File: config.mk
export PLATFORM = sky130hd
export DESIGN_NAME = base64_stream_encoder
export DESIGN_NICKNAME = d
export VERILOG_FILES = /design/src/hw/rtl/b64enc_pkg.sv /design/src/hw/rtl/b64enc_front.sv /design/src/hw/rtl/b64enc_queue.sv /design/src/hw/rtl/b64enc_back.sv /design/src/hw/rtl/base64_stream_encoder.sv
export SDC_FILE = /design/constraint.sdc
export NUM_CORES = 1
export LEC_CHECK = 0
export ABC_AREA = 1
export BUFFER_PORTS_ARGS = -buffer_cell sky130_fd_sc_hd__buf_4
export CAP_MARGIN = 25
export CORE_MARGIN = 10
export CORE_UTILIZATION = 47
export DETAILED_ROUTE_END_ITERATION = 7
export GPL_TIMING_DRIVEN = 0
export SLEW_MARGIN = 20
export SYNTH_ARGS = -nofsm -noshare
export SYNTH_HDL_FRONTEND = slang
export SYNTH_SLANG_ARGS = --single-unit
File: constraint.sdc
create_clock -name i_clk -period 15.52 [get_ports i_clk]
set_clock_uncertainty 0.1 [all_clocks]
set_input_delay 0.776 -clock i_clk [delete_from_list [all_inputs] [get_ports i_clk]]
set_output_delay 0.776 -clock i_clk [all_outputs]
set_load 0.01 [all_outputs]
File: src/hw/rtl/b64enc_pkg.sv
// Package for the base64 stream encoder: the group record that passes from
// the byte gatherer to the character serialiser, and the alphabet lookup.
// No dependencies.
package b64enc_pkg;

    localparam int unsigned QUEUE_DEPTH = 4;

    localparam logic [7:0] PAD_CHAR = 8'd61;   // '='

    // Number of pad characters that end a group.
    typedef enum logic [1:0] {
        PAD_NONE = 2'd0,
        PAD_ONE  = 2'd1,
        PAD_TWO  = 2'd2
    } t_pads;

    // Position of a character within its group of four.
    typedef enum logic [1:0] {
        POS_0 = 2'd0,
        POS_1 = 2'd1,
        POS_2 = 2'd2,
        POS_3 = 2'd3
    } t_pos;

    // One 24-bit group, zero-filled when short, with its padding and end mark.
    typedef struct packed {
        logic [23:0] data;
        t_pads       pads;
        logic        last;
    } t_group;

    // Standard alphabet: A-Z, a-z, 0-9, '+', '/'.
    function automatic logic [7:0] sextet_to_char(input logic [5:0] v);
        logic [7:0] c;
        if (v < 6'd26) begin
            c = 8'd65 + {2'b00, v};
        end else if (v < 6'd52) begin
            c = 8'd71 + {2'b00, v};          // 'a' - 26
        end else if (v < 6'd62) begin
            c = {2'b00, v} - 8'd4;           // '0' - 52
        end else if (v == 6'd62) begin
            c = 8'd43;                       // '+'
        end else begin
            c = 8'd47;                       // '/'
        end
        return c;
    endfunction

endpackage

File: src/hw/rtl/b64enc_front.sv
// Front end of the base64 encoder: accepts message bytes, gathers them into
// three-byte groups and writes each finished group into the group queue.
// Depends on b64enc_pkg.
module b64enc_front (
    input  logic                  i_clk,
    input  logic                  i_rst_n,
    input  logic                  i_push,
    input  logic [7:0]            i_data_byte,
    input  logic                  i_final_byte,
    input  logic                  i_queue_full,
    output logic                  o_queue_push,
    output b64enc_pkg::t_group    o_group
);

    logic [15:0] r_pending;
    logic [15:0] n_pending;
    logic [1:0]  r_count;
    logic [1:0]  n_count;
    logic        accept;
    logic        count_two;
    logic        emit;

    assign accept    = i_push && !i_queue_full;
    // A count of three cannot arise; it is handled as two.
    assign count_two = r_count[1];
    assign emit      = accept && (i_final_byte || count_two);

    always_comb begin
        n_pending = r_pending;
        n_count   = r_count;
        if (emit) begin
            n_pending = 16'h0000;
            n_count   = 2'd0;
        end else if (accept) begin
            if (r_count == 2'd0) begin
                n_pending = {i_data_byte, 8'h00};
            end else begin
                n_pending = {r_pending[15:8], i_data_byte};
            end
            n_count = r_count + 2'd1;
        end
    end

    always_comb begin
        o_group.last = i_final_byte;
        if (count_two) begin
            o_group.data = {r_pending, i_data_byte};
            o_group.pads = b64enc_pkg::PAD_NONE;
        end else if (r_count == 2'd1) begin
            o_group.data = {r_pending[15:8], i_data_byte, 8'h00};
            o_group.pads = b64enc_pkg::PAD_ONE;
        end else begin
            o_group.data = {i_data_byte, 16'h0000};
            o_group.pads = b64enc_pkg::PAD_TWO;
        end
    end

    assign o_queue_push = emit;

    always_ff @(posedge i_clk) begin
        if (!i_rst_n) begin
            r_pending <= 16'h0000;
            r_count   <= 2'd0;
        end else begin
            r_pending <= n_pending;
            r_count   <= n_count;
        end
    end

`ifndef SYNTH
    a_count_range: assert property (@(posedge i_clk) disable iff (!i_rst_n)
        r_count != 2'd3)
        else $error("pending count reached three");

    a_clear_after_emit: assert property (@(posedge i_clk) disable iff (!i_rst_n)
        emit |=> (r_count == 2'd0 && r_pending == 16'h0000))
        else $error("pending bytes not cleared after a group");

    a_no_push_when_full: assert property (@(posedge i_clk) disable iff (!i_rst_n)
        i_queue_full |-> !o_queue_push)
        else $error("group written into a full queue");
`endif

endmodule

File: src/hw/rtl/b64enc_queue.sv
// Short group queue between the front end and the serialiser, built as a
// shifting register line whose oldest entry always sits in the first slot.
// Depends on b64enc_pkg.
module b64enc_queue #(
    parameter int unsigned DEPTH = b64enc_pkg::QUEUE_DEPTH
) (
    input  logic                  i_clk,
    input  logic                  i_rst_n,
    input  logic                  i_push,
    input  b64enc_pkg::t_group    i_group,
    input  logic                  i_pop,
    output logic                  o_full,
    output logic                  o_empty,
    output b64enc_pkg::t_group    o_head
);

    localparam int unsigned CW = $clog2(DEPTH + 1);

    b64enc_pkg::t_group r_slot [DEPTH];
    logic [CW-1:0]      r_count;
    logic [CW-1:0]      n_count;
    logic [CW-1:0]      wr_place;
    logic               do_pop;

    assign o_full   = (r_count == CW'(DEPTH));
    assign o_empty  = (r_count == '0);
    assign o_head   = r_slot[0];
    assign do_pop   = i_pop && !o_empty;
    assign wr_place = r_count - CW'(do_pop);
    assign n_count  = r_count + CW'(i_push) - CW'(do_pop);

    always_ff @(posedge i_clk) begin
        for (int i = 0; i < int'(DEPTH); i++) begin
            if (i_push && wr_place == CW'(i)) begin
                r_slot[i] <= i_group;
            end else if (do_pop && i < int'(DEPTH) - 1) begin
                r_slot[i] <= r_slot[i + 1];
            end
        end
    end

    always_ff @(posedge i_clk) begin
        if (!i_rst_n) begin
            r_count <= '0;
        end else begin
            r_count <= n_count;
        end
    end

`ifndef SYNTH
    a_count_bound: assert property (@(posedge i_clk) disable iff (!i_rst_n)
        r_count <= CW'(DEPTH))
        else $error("queue occupancy beyond its depth");

    a_push_not_full: assert property (@(posedge i_clk) disable iff (!i_rst_n)
        i_push |-> !o_full)
        else $error("push into a full queue");

    a_pop_not_empty: assert property (@(posedge i_clk) disable iff (!i_rst_n)
        i_pop |-> !o_empty)
        else $error("pop from an empty queue");
`endif

endmodule

File: src/hw/rtl/b64enc_back.sv
// Back end of the base64 encoder: takes groups from the queue and sends out
// their four characters, one per cycle unless the receiver stalls, through a
// registered output stage. Depends on b64enc_pkg.
module b64enc_back (
    input  logic                  i_clk,
    input  logic                  i_rst_n,
    input  logic                  i_queue_empty,
    input  b64enc_pkg::t_group    i_head,
    output logic                  o_queue_pop,
    input  logic                  i_pop,
    output logic                  o_empty,
    output logic [7:0]            o_out_char,
    output logic                  o_end_of_message
);

    b64enc_pkg::t_group r_group;
    b64enc_pkg::t_pos   r_pos;
    logic               r_busy;
    logic               r_out_valid;
    logic [7:0]         r_char;
    logic               r_eom;
    logic               out_load;
    logic               group_done;
    logic [5:0]         sextet;
    logic               is_pad;
    logic [7:0]         next_char;

    assign out_load    = r_busy && (!r_out_valid || i_pop);
    assign group_done  = out_load && (r_pos == b64enc_pkg::POS_3);
    assign o_queue_pop = !i_queue_empty && (!r_busy || group_done);

    always_comb begin
        case (r_pos)
            b64enc_pkg::POS_0: sextet = r_group.data[23:18];
            b64enc_pkg::POS_1: sextet = r_group.data[17:12];
            b64enc_pkg::POS_2: sextet = r_group.data[11:6];
            b64enc_pkg::POS_3: sextet = r_group.data[5:0];
            default:           sextet = r_group.data[5:0];
        endcase
    end

    assign is_pad = (r_pos == b64enc_pkg::POS_3 && r_group.pads != b64enc_pkg::PAD_NONE)
                 || (r_pos == b64enc_pkg::POS_2 && r_group.pads == b64enc_pkg::PAD_TWO);
    assign next_char = is_pad ? b64enc_pkg::PAD_CHAR : b64enc_pkg::sextet_to_char(sextet);

    always_ff @(posedge i_clk) begin
        if (o_queue_pop) begin
            r_group <= i_head;
        end
        if (out_load) begin
            r_char <= next_char;
            r_eom  <= r_group.last && (r_pos == b64enc_pkg::POS_3);
        end
    end

    always_ff @(posedge i_clk) begin
        if (!i_rst_n) begin
            r_busy      <= 1'b0;
            r_pos       <= b64enc_pkg::POS_0;
            r_out_valid <= 1'b0;
        end else begin
            if (o_queue_pop) begin
                r_busy <= 1'b1;
                r_pos  <= b64enc_pkg::POS_0;
            end else if (group_done) begin
                r_busy <= 1'b0;
                r_pos  <= b64enc_pkg::POS_0;
            end else if (out_load) begin
                r_pos <= b64enc_pkg::t_pos'(r_pos + 2'd1);
            end
            if (out_load) begin
                r_out_valid <= 1'b1;
            end else if (i_pop) begin
                r_out_valid <= 1'b0;
            end
        end
    end

    assign o_empty          = !r_out_valid;
    assign o_out_char       = r_char;
    assign o_end_of_message = r_eom;

`ifndef SYNTH
    a_take_only_when_free: assert property (@(posedge i_clk) disable iff (!i_rst_n)
        o_queue_pop |-> (!r_busy || group_done))
        else $error("group taken while the previous one is unfinished");

    a_idle_after_group: assert property (@(posedge i_clk) disable iff (!i_rst_n)
        (group_done && !o_queue_pop) |=> !r_busy)
        else $error("serialiser still busy after its fourth character");

    a_no_early_pad: assert property (@(posedge i_clk) disable iff (!i_rst_n)
        (out_load && (r_pos == b64enc_pkg::POS_0 || r_pos == b64enc_pkg::POS_1))
            |-> next_char != b64enc_pkg::PAD_CHAR)
        else $error("pad character in the first half of a group");

    a_idle_pos_zero: assert property (@(posedge i_clk) disable iff (!i_rst_n)
        !r_busy |-> r_pos == b64enc_pkg::POS_0)
        else $error("character position not rewound while idle");
`endif

endmodule

File: src/hw/rtl/base64_stream_encoder.sv
// Top level of the base64 stream encoder: byte gatherer, group queue and
// character serialiser. Depends on b64enc_pkg and the three b64enc modules.
//
// Usage. Message bytes come in on a queue-style input: a transfer happens at a
// rising edge with i_push high and o_full low, carrying i_data_byte and
// i_final_byte, the latter set on the last byte of a message. Encoded
// characters leave on a queue-style output: while o_empty is low, o_out_char
// holds the oldest waiting character and o_end_of_message marks the final
// character of a message; a transfer happens at an edge with i_pop high.
// Every third byte, and every flagged byte, yields one group of four
// characters; a short final group is zero-filled and ends in '=' padding.
// When the serialiser is idle, a group whose last byte is transferred passes
// from the queue into its group register, then its first character into the
// output register. Throughput: the serialiser sends one character per cycle
// while the receiver keeps taking them, and input can be taken every cycle
// while the group queue has room; on long messages the serialiser sets the pace.
// When the receiver stalls, the output register holds its character, the
// serialiser waits, groups collect in the queue (QUEUE_DEPTH entries), and
// o_full rises once the queue is full. The gatherer stalls only then.
// Synchronous active-low reset empties the queue, the output register and
// the pending-byte buffer, so the next byte starts a new message.
module base64_stream_encoder #(
    parameter int unsigned QUEUE_DEPTH = b64enc_pkg::QUEUE_DEPTH
) (
    input  logic        i_clk,
    input  logic        i_rst_n,
    input  logic        i_push,
    output logic        o_full,
    input  logic [7:0]  i_data_byte,
    input  logic        i_final_byte,
    output logic        o_empty,
    input  logic        i_pop,
    output logic [7:0]  o_out_char,
    output logic        o_end_of_message
);

    b64enc_pkg::t_group front_group;
    b64enc_pkg::t_group queue_head;
    logic               queue_push;
    logic               queue_pop;
    logic               queue_full;
    logic               queue_empty;

    // The input side is full exactly when the group queue is full.
    assign o_full = queue_full;

    b64enc_front u_front (
        .i_clk        (i_clk),
        .i_rst_n      (i_rst_n),
        .i_push       (i_push),
        .i_data_byte  (i_data_byte),
        .i_final_byte (i_final_byte),
        .i_queue_full (queue_full),
        .o_queue_push (queue_push),
        .o_group      (front_group)
    );

    b64enc_queue #(
        .DEPTH (QUEUE_DEPTH)
    ) u_queue (
        .i_clk   (i_clk),
        .i_rst_n (i_rst_n),
        .i_push  (queue_push),
        .i_group (front_group),
        .i_pop   (queue_pop),
        .o_full  (queue_full),
        .o_empty (queue_empty),
        .o_head  (queue_head)
    );

    b64enc_back u_back (
        .i_clk            (i_clk),
        .i_rst_n          (i_rst_n),
        .i_queue_empty    (queue_empty),
        .i_head           (queue_head),
        .o_queue_pop      (queue_pop),
        .i_pop            (i_pop),
        .o_empty          (o_empty),
        .o_out_char       (o_out_char),
        .o_end_of_message (o_end_of_message)
    );

endmodule

==> results of run 1 <==
[metal layers]
metal | wire length [um] | share of wire | up-vias | global-route usage
li1 | - | - | 2530 | -
met1 | 6085 | 0.42 | 2284 | 0.1573
met2 | 7466 | 0.52 | 105 | 0.2534
met3 | 609 | 0.042 | 23 | 0.03739
met4 | 267 | 0.019 | 0 | 0.05606
met5 | 0 | 0 | - | 0
[cells by family (layout without fill, tap and decap cells)]
group / count (synthesis) / in the layout / share of synthesized area
and+or+nand+nor: 359 / 359 / 0.2039
DFF: 169 / 169 / 0.6456
AOI/OAI and AO/OA: 85 / 85 / 0.07266
buffers and inverters: 85 / 146 / 0.04822
adders and majority gates: 14 / 14 / 0.02444
xor gates and xnor gates: 4 / 4 / 0.004689
other: 1 / 1 / 0.0005018
[through the flow]
step | cells | util | hold WS [ns]
floorplan | 717 | - | 0.3003
global placement | 956 | 0.5038 | 0.3053
detailed placement | 959 | 0.5052 | 0.3045
CTS | 991 | 0.5410 | 0.3165
global route | 994 | 0.5439 | 0.3227
finish | 994 | 0.5439 | 0.3161
[where the power goes]
group          leakage [nW]  switching (mW)  internal (mW)
registers              1.59          0.0525          0.796
clock network         0.265           0.165          0.236
logic                  1.66           0.460          0.228
total                  3.51           0.677           1.26
[worst max-delay path, stage by stage (launching register included)]
cell and delay, ns:
dfxtp_1 0.39, ha_1 0.16, buf_2 0.20, inv_2 0.05, nor2_1 0.14, nor2_1 0.10, nor2_4 0.27, buf_2 0.66
ha_1 0.29, inv_1 0.08, ha_1 0.31, inv_1 0.09, nor4_2 0.72, buf_2 0.34, buf_2 0.24, buf_2 0.24
[final cells by class]
type                            count  area, um^2  area share
Clock buffer                       20       436.7     0.05110
Buffer                             31       157.7     0.01845
Inverter                           54       202.7     0.02372
Clock inverter                     12       126.4     0.01479
Timing Repair Buffer               29       232.7     0.02723
Multi-Input combinational cell    463        2295      0.2685
Tap cell                          216       270.3     0.03163
Sequential cell                   169        4825      0.5646
[synth_stat cells (4+ instances only)]
cell	count	area share
nand2_2	6	0.0050
nand3_1	66	0.044
edfxtp_1	144	0.58
buf_4	4	0.0040
ha_1	13	0.022
inv_1	49	0.025
a21oi_1	33	0.022
nor2_1	69	0.035
a211oi_2	8	0.013
buf_2	15	0.010
a211oi_1	8	0.0080
o21ai_0	29	0.019
inv_2	4	0.0020
dfxtp_1	25	0.067
clkbuf_1	11	0.0055
nand2_1	200	0.10
[final timing paths]
check / depth (start not counted) / slack, ns / end / startpoint
hold / removal: 0 / 0.32 / u_back.r_group[18]$_DFFE_PP_ / u_queue.r_slot[0][18]$_DFFE_PP_
setup / recovery: 15 / 10.82 / u_queue.r_slot[3][6]$_DFFE_PP_ / u_back.r_pos[0]$_SDFFE_PP0P_
hold reg to reg: 0 / 0.32 / u_back.r_group[18]$_DFFE_PP_ / u_queue.r_slot[0][18]$_DFFE_PP_
setup reg to reg: 15 / 10.82 / u_queue.r_slot[3][6]$_DFFE_PP_ / u_back.r_pos[0]$_SDFFE_PP0P_
[state kept, by name (all words and copies together), names as in the netlist]
name,cells
u_front.r_pending,16
u_back.r_pos,2
u_back.r_group,27
u_back.r_out_valid,1
u_back.o_end_of_message,1
u_back.o_out_char,8
u_front.r_count,2
u_queue.r_count,3
u_queue.r_slot,108
u_back.r_busy,1
==> qor.json, run 1 <==
{
  "yosys": {
    "syn_inst": 717,
    "postSynthAreaPerCell_um2": 10.42,
    "synth_cell_type_count": 38,
    "synth-main-ff-cell": "edfxtp_1",
    "postSynth.asyncResetShare": 0,
    "synth-edff-count": 144,
    "synth_fp_nets": 744,
    "synth.yosys.warnings": 0,
    "syn-cell-area_um2": 7473,
    "synth_seq_area_share": 0.6456,
    "number_of_register_bits_inferred_by_synthesis": 169
  },
  "timing": {
    "period_needed_ns": 4.696,
    "finalMaxSlewViolations": 0,
    "finalHoldViolations": 0,
    "slew-limit-headroom": 0.4564,
    "finalSetupTns_ns": 0,
    "worst_slew_pin_slew_ns": 0.8086,
    "fin_ws_ns": 10.82,
    "maxClockFrequency_ghz": 0.2130,
    "post-route-period-util": 0.3026,
    "rsz0062_at_grt": "false",
    "finalSetupViolations": 0
  },
  "power_and_ir_drop": {
    "power.total_mw": 1.937,
    "max-vdd-ir-drop_mv": 0.1066,
    "cellLeakagePower_nw": 3.514,
    "power_density_nw_per_um2": 226.7
  },
  "grt": {
    "grt_util_all_layers": 0.1417,
    "antenna_found_initial": 0,
    "grt.overflow.total": 0,
    "grt_first_pass_wirelength_um": 24250,
    "maximum_number_of_pins_on_one_net_before_global_route_repair": 38,
    "first_global_vias": 4977
  },
  "critical_path": {
    "worstPathArrival_ns": 4.72,
    "worst-path-max-fanout": 37,
    "worst_setup_path_start_kind": "flop",
    "worst_setup_path_end_kind": "flop",
    "worst_ep_required_time_ns": 15.54,
    "criticalPathCategory": "reg -> reg"
  },
  "clock_network": {
    "cts_tree": "done",
    "hold_buffers": 0,
    "ctsLongestPathBuffers": 2,
    "clkLatencyLatePin_ns": 0.42,
    "clock-root-buffer": "clkbuf_16",
    "cts_inserted_buffers": 17,
    "clkSinkCount": 169,
    "clock_pin_slew_worst_setup_and_hold_paths_ns": 0.06,
    "h-tree-depth": 4,
    "cts.repair_timing.setup_buffer_count": 0,
    "postCtsResizedCells": 0
  },
  "finish": {
    "area_delta_synth_final_pct": 14.35,
    "layout_commonest_cell": "nand2_1",
    "final_design_area_no_fill_um2": 8546,
    "layout_common_cells": "nand2_1 (200), edfxtp_1 (144), nor2_1 (69)",
    "antennaDiodeCount": 0,
    "finalNetCount": 792,
    "layout-drive-gt1-share": 0.1414,
    "fill_cells": 1347
  },
  "drt": {
    "drc_errors": 0,
    "drt_pre_antenna_iters": 5,
    "avgRoutedWirePerCell_um": 14.52,
    "route.vias.total": 4942,
    "antenna_left": 0,
    "detailedRoute.firstIterationViolations": 425,
    "detail_route.vias_per_cell": 4.972,
    "detail_route.wirelength_um": 14430
  },
  "placement": {
    "io_buffer_count": 23,
    "gp_congestion": 0.9482,
    "placed_cell_area_um2": 7938,
    "placement.setup.worst_slack_ns": 10.44,
    "detailedPlacementHpwl_um": 10960
  },
  "job": {
    "cap_viol_max_count": 0
  },
  "die": {
    "floorplan.die.width_um": 146.1,
    "fp.dieArea_um2": 21350,
    "num_io_pins": 24,
    "coreArea_um2": 15710,
    "effective_utilization_at_floorplan": 0.4756,
    "die_h_um": 146.1,
    "num_rows": 46
  },
  "min_path": {
    "hold_class": "reg -> reg"
  },
  "run_status": {
    "status": "finished clean"
  }
}
(Power assumes the default switching activity.)
==> inputs of run 2 (changes only) <==
--- a/config.mk
+++ b/config.mk
@@ -5,7 +5,7 @@
 export SDC_FILE = /design/constraint.sdc
 export NUM_CORES = 1
 export LEC_CHECK = 0
-export ABC_AREA = 1
+export ABC_AREA = 0
 export BUFFER_PORTS_ARGS = -buffer_cell sky130_fd_sc_hd__buf_4
 export CAP_MARGIN = 25
 export CORE_MARGIN = 10
==> constraint.sdc (replaced) <==
create_clock -name i_clk -period 4.7 [get_ports i_clk]
set_clock_uncertainty 0.1 [all_clocks]
set_input_delay 0.235 -clock i_clk [delete_from_list [all_inputs] [get_ports i_clk]]
set_output_delay 0.235 -clock i_clk [all_outputs]
set_load 0.01 [all_outputs]
==> run 2 against run 1 <==
Effect of this change:
- worst setup slack worse by 10 ns
- utilization up 2.2 points
- maximum frequency up 7.4%
- total power rose to 3.3 times the previous value
- critical endpoint is now u_queue.r_slot[2][9]$_DFFE_PP_
- highest routed layer unchanged
- hold slack worse by 0.31 ns
- die area down 0.44%
- critical path depth down 2
==> qor.json, run 2 <==
{
  "run_status": {
    "status": {"value": "finished clean", "change": "unchanged"}
  },
  "drt": {
    "drt_pre_antenna_iters": {"value": 5, "change": "unchanged"},
    "detail_route.vias_per_cell": {"value": 5.182, "change": "was 4.972"},
    "route.vias.total": {"value": 4203, "change": "was 4942"},
    "detail_route.wirelength": {"value": 13220, "unit": "um", "change": "was 14430 um"},
    "detailedRoute.firstIterationViolations": {"value": 324, "change": "was 425"},
    "antenna_left": {"value": 0, "change": "unchanged"},
    "avgRoutedWirePerCell": {"value": 16.30, "unit": "um", "change": "was 14.52 um"},
    "met3_wirelength": {"value": 521, "unit": "um", "change": "was 609 um"},
    "drc_errors": {"value": 0, "change": "unchanged"},
    "routed.top_layer": {"value": "met4", "change": "unchanged"},
    "detailroute.wirelength.met2": {"value": 6340, "unit": "um", "change": "was 7466 um"},
    "routedLengthMet1": {"value": 5947, "unit": "um", "change": "was 6085 um"}
  },
  "critical_path": {
    "worst_setup_path_end_kind": {"value": "flop", "change": "unchanged"},
    "cp.depth": {"value": 13, "change": "was 15"},
    "worst-r2r-cell-count": {"value": 13, "change": "was 15"},
    "worst_ep_required_time": {"value": 4.77, "unit": "ns", "change": "was 15.54 ns"},
    "critical_path.n_buffers_inverters": {"value": 6, "change": "was 8"},
    "worst_path_largest_cell_delay": {"value": 0.52, "unit": "ns", "change": "was 0.72 ns"},
    "crit_family": {"value": "buffers and inverters", "change": "unchanged"},
    "worstPathArrival": {"value": 4.45, "unit": "ns", "change": "was 4.72 ns"},
    "worst-path-max-fanout": {"value": 14, "change": "was 37"},
    "worst_path_max_delay_cell": {"value": "ha_1", "change": "was nor4_2"},
    "worst_setup_path_start_kind": {"value": "flop", "change": "unchanged"},
    "criticalPathCategory": {"value": "reg -> reg", "change": "unchanged"},
    "critical_path.cell_chain": {"value": "ha_1, buf_4, inv_1, o21ai_2, nand2_2, clkinvlp_4, ha_1, inv_1, ha_1, inv_1, o211ai_4, buf_6, mux2_2", "change": "was ha_1, buf_2, inv_2, nor2_1, nor2_1, nor2_4, buf_2, ha_1, inv_1, ha_1, inv_1, nor4_2, buf_2, buf_2, buf_2"}
  },
  "timing": {
    "finalMaxSlewViolations": {"value": 0, "change": "unchanged"},
    "period_needed": {"value": 4.371, "unit": "ns", "change": "was 4.696 ns"},
    "post-route-period-util": {"value": 0.9301, "change": "was 0.3026"},
    "worst_slew_pin_slew": {"value": 0.9602, "unit": "ns", "change": "was 0.8086 ns"},
    "slew-limit-headroom": {"value": 0.3531, "change": "was 0.4564"},
    "finalSetupViolations": {"value": 0, "change": "unchanged"},
    "fin_ws": {"value": 0.3286, "unit": "ns", "change": "was 10.82 ns"},
    "finalSetupTns": {"value": 0, "unit": "ns", "change": "unchanged"},
    "finalHoldViolations": {"value": 0, "change": "unchanged"},
    "maxClockFrequency": {"value": 0.2288, "unit": "GHz", "change": "was 0.2130 GHz"}
  },
  "yosys": {
    "postSynthAreaPerCell": {"value": 13.95, "unit": "um^2", "change": "was 10.42 um^2"},
    "yosys.area_share.xor_xnor": {"value": 0.004711, "change": "was 0.004688"},
    "synth_fp_nets": {"value": 560, "change": "was 744"},
    "largest_area_contributor_in_the_synthesized_netlist": {"value": "edfxtp_1", "change": "unchanged"},
    "syn-cell-area": {"value": 7436, "unit": "um^2", "change": "was 7473 um^2"},
    "synth_cell_type_count": {"value": 53, "change": "was 38"},
    "compound_cell_area_share_of_the_yosys_netlist": {"value": 0.08632, "change": "was 0.07266"},
    "postSynth.asyncResetShare": {"value": 0, "change": "unchanged"},
    "number_of_register_bits_inferred_by_synthesis": {"value": 169, "change": "unchanged"},
    "yosys.area_share.simple": {"value": 0.07488, "change": "was 0.2039"},
    "yosys.cell_count.top_type": {"value": "edfxtp_1", "change": "was nand2_1"},
    "synth.yosys.warnings": {"value": 0, "change": "unchanged"},
    "ys_top_cells_by_area": {"value": "edfxtp_1 (58%), mux2_2 (8.9%), dfxtp_1 (6.7%), a21oi_1 (2.7%), mux2i_1 (2.7%)", "change": "was edfxtp_1 (58%), nand2_1 (10%), dfxtp_1 (6.7%), nand3_1 (4.4%), nor2_1 (3.5%)"},
    "yosys-mux-area-fraction": {"value": 0.1223, "change": "was 0"},
    "syn_inst": {"value": 533, "change": "was 717"},
    "synth-main-ff-cell": {"value": "edfxtp_1", "change": "unchanged"},
    "synth-edff-count": {"value": 144, "change": "unchanged"},
    "synth_top_family_by_area": {"value": "multiplexers", "change": "was simple AND/OR/NAND/NOR gates"},
    "netlist.area_leader.share": {"value": 0.5815, "change": "was 0.5786"},
    "synth_adder_area_share": {"value": 0.02457, "change": "was 0.02444"},
    "synth_seq_area_share": {"value": 0.6488, "change": "was 0.6456"},
    "synth_top_cells_by_count": {"value": "edfxtp_1 (144), mux2_2 (59), nor2_1 (51)", "change": "was nand2_1 (200), edfxtp_1 (144), nor2_1 (69)"}
  },
  "placement": {
    "detailedPlacementHpwl": {"value": 9679, "unit": "um", "change": "was 10960 um"},
    "placement.setup.worst_slack": {"value": -0.5319, "unit": "ns", "change": "was 10.44 ns"},
    "gp_congestion": {"value": 0.8870, "change": "was 0.9482"},
    "io_buffer_count": {"value": 23, "change": "unchanged"},
    "total_instance_count_after_detailed_placement": {"value": 772, "change": "was 959"}
  },
  "clock_network": {
    "cts_inserted_buffers": {"value": 17, "change": "unchanged"},
    "clkSinkCount": {"value": 169, "change": "unchanged"},
    "cts_tree": {"value": "done", "change": "unchanged"},
    "clkLatencyLatePin": {"value": 0.42, "unit": "ns", "change": "about the same"},
    "cts.repair_timing.setup_buffer_count": {"value": 0, "change": "unchanged"},
    "ctsLongestPathBuffers": {"value": 2, "change": "unchanged"},
    "h-tree-depth": {"value": 4, "change": "unchanged"},
    "clock-root-buffer": {"value": "clkbuf_16", "change": "unchanged"},
    "clock_pin_slew_worst_setup_and_hold_paths": {"value": 0.06, "unit": "ns", "change": "about the same"}
  },
  "finish": {
    "layout_common_cells": {"value": "edfxtp_1 (144), mux2_2 (59), nor2_1 (51)", "change": "was nand2_1 (200), edfxtp_1 (144), nor2_1 (69)"},
    "reg.largest.list": {"value": "u_queue.r_slot: 108 flops, u_back.r_group: 27 flops, u_front.r_pending: 16 flops", "change": "unchanged"},
    "largest_register_ffs": {"value": 108, "change": "unchanged"},
    "antennaDiodeCount": {"value": 0, "change": "unchanged"},
    "layout_commonest_cell": {"value": "edfxtp_1", "change": "was nand2_1"},
    "final_cells": {"value": 811, "change": "was 994"},
    "area_delta_synth_final": {"value": 16.99, "unit": "%", "change": "was 14.35%"},
    "layout-drive-gt1-share": {"value": 0.2583, "change": "was 0.1414"},
    "top_register": {"value": "u_queue.r_slot", "change": "unchanged"},
    "finalNetCount": {"value": 614, "change": "was 792"}
  },
  "die": {
    "coreArea": {"value": 15370, "unit": "um^2", "change": "was 15710 um^2"},
    "floorplan.die.width": {"value": 145.8, "unit": "um", "change": "was 146.1 um"},
    "die_h": {"value": 145.8, "unit": "um", "change": "was 146.1 um"},
    "effective_utilization_at_floorplan": {"value": 0.4838, "change": "was 0.4756"},
    "num_io_pins": {"value": 24, "change": "unchanged"},
    "fp.dieArea": {"value": 21250, "unit": "um^2", "change": "was 21350 um^2"},
    "num_rows": {"value": 45, "change": "was 46"}
  },
  "grt": {
    "maximum_number_of_pins_on_one_net_before_global_route_repair": {"value": 27, "change": "was 38"},
    "grt_first_pass_wirelength": {"value": 22000, "unit": "um", "change": "was 24250 um"},
    "grt.overflow.total": {"value": 0, "change": "unchanged"},
    "grt_util_all_layers": {"value": 0.1285, "change": "was 0.1417"},
    "first_global_vias": {"value": 4204, "change": "was 4977"},
    "antenna_found_initial": {"value": 0, "change": "unchanged"}
  },
  "job": {
    "cap_viol_max_count": {"value": 0, "change": "unchanged"}
  },
  "power_and_ir_drop": {
    "max-vdd-ir-drop": {"value": 0.3144, "unit": "mV", "change": "was 0.1066 mV"},
    "cellLeakagePower": {"value": 3.252, "unit": "nW", "change": "was 3.514 nW"},
    "power.total": {"value": 6.451, "unit": "mW", "change": "was 1.937 mW"},
    "power_density": {"value": 741.5, "unit": "nW/um^2", "change": "was 226.7 nW/um^2"}
  },
  "min_path": {
    "min_path_cells": {"value": 3, "change": "was 0"},
    "hold_class": {"value": "in -> reg", "change": "was reg -> reg"}
  }
}
[run 2: where the power goes]
part,leakage [nW],internal [mW],switching (mW)
sequential,1.58,2.55,0.166
combinational,1.38,0.962,1.32
clock,0.289,0.889,0.565
total,3.25,4.40,2.05
[run 2: kinds of logic after synthesis]
kind of cell,Yosys count
and+or+nand+nor,115
AOI/OAI and AO/OA,92
DFF,169
buffers and inverters,56
xor gates and xnor gates,4
other,1
muxes,82
adders and majority gates,14
[run 2: worst paths after layout]
kind / start / to / slack (ns)
setup / recovery: u_back.r_pos[0]$_SDFFE_PP0P_ / u_queue.r_slot[2][9]$_DFFE_PP_ / 0.33
hold reg to reg: u_queue.r_slot[0][23]$_DFFE_PP_ / u_back.r_group[23]$_DFFE_PP_ / 0.32
setup reg to reg: u_back.r_pos[0]$_SDFFE_PP0P_ / u_queue.r_slot[2][9]$_DFFE_PP_ / 0.33
hold / removal: i_data_byte[0] / u_front.r_pending[8]$_SDFFE_PP0P_ / 0.008
[run 2: area by class of cell]
type | instances | area, um^2
multi-input combinational | 308 | 2380
clock inverter | 15 | 201.4
buffer | 24 | 161.4
tap | 211 | 264.0
sequential | 169 | 4825
clock buffer | 17 | 425.4
inverter | 32 | 123.9
fill | 1233 | 6671
timing repair buffer | 34 | 314.1
timing repair inverter | 1 | 5.005
[run 2: worst min-delay path, stage by stage]
cell,delay [ns]
buf_4,0.11
mux2i_1,0.06
nor2_1,0.08
[run 2: timing repair]
item / 4_1_cts / 5_1_grt
hold buffers: 6 / 0
pin swaps: 0 / 1
endpoints found under the hold margin: 9 / 0
cloned: 1 / 0
resized for setup: 2 / 1
setup endpoints to repair: 111 / 52
[run 2: layer usage]
layer | GRT usage | vias up
met2 | 0.2047 | 110
met5 | 0 | -
li1 | - | 2088
met1 | 0.1570 | 1975
met4 | 0.06522 | 0
met3 | 0.03446 | 30
[run 2: per-stage QoR]
stage	area, um^2	hold WS (ns)	utilization
after floorplan	7436	0.2339	-
after global placement	7873	0.3048	0.5122
after detailed placement	7995	0.3045	0.5201
after CTS	8697	0.0004550	0.5658
after global routing	8700	0.005620	0.5660
final	8700	0.008150	0.5660
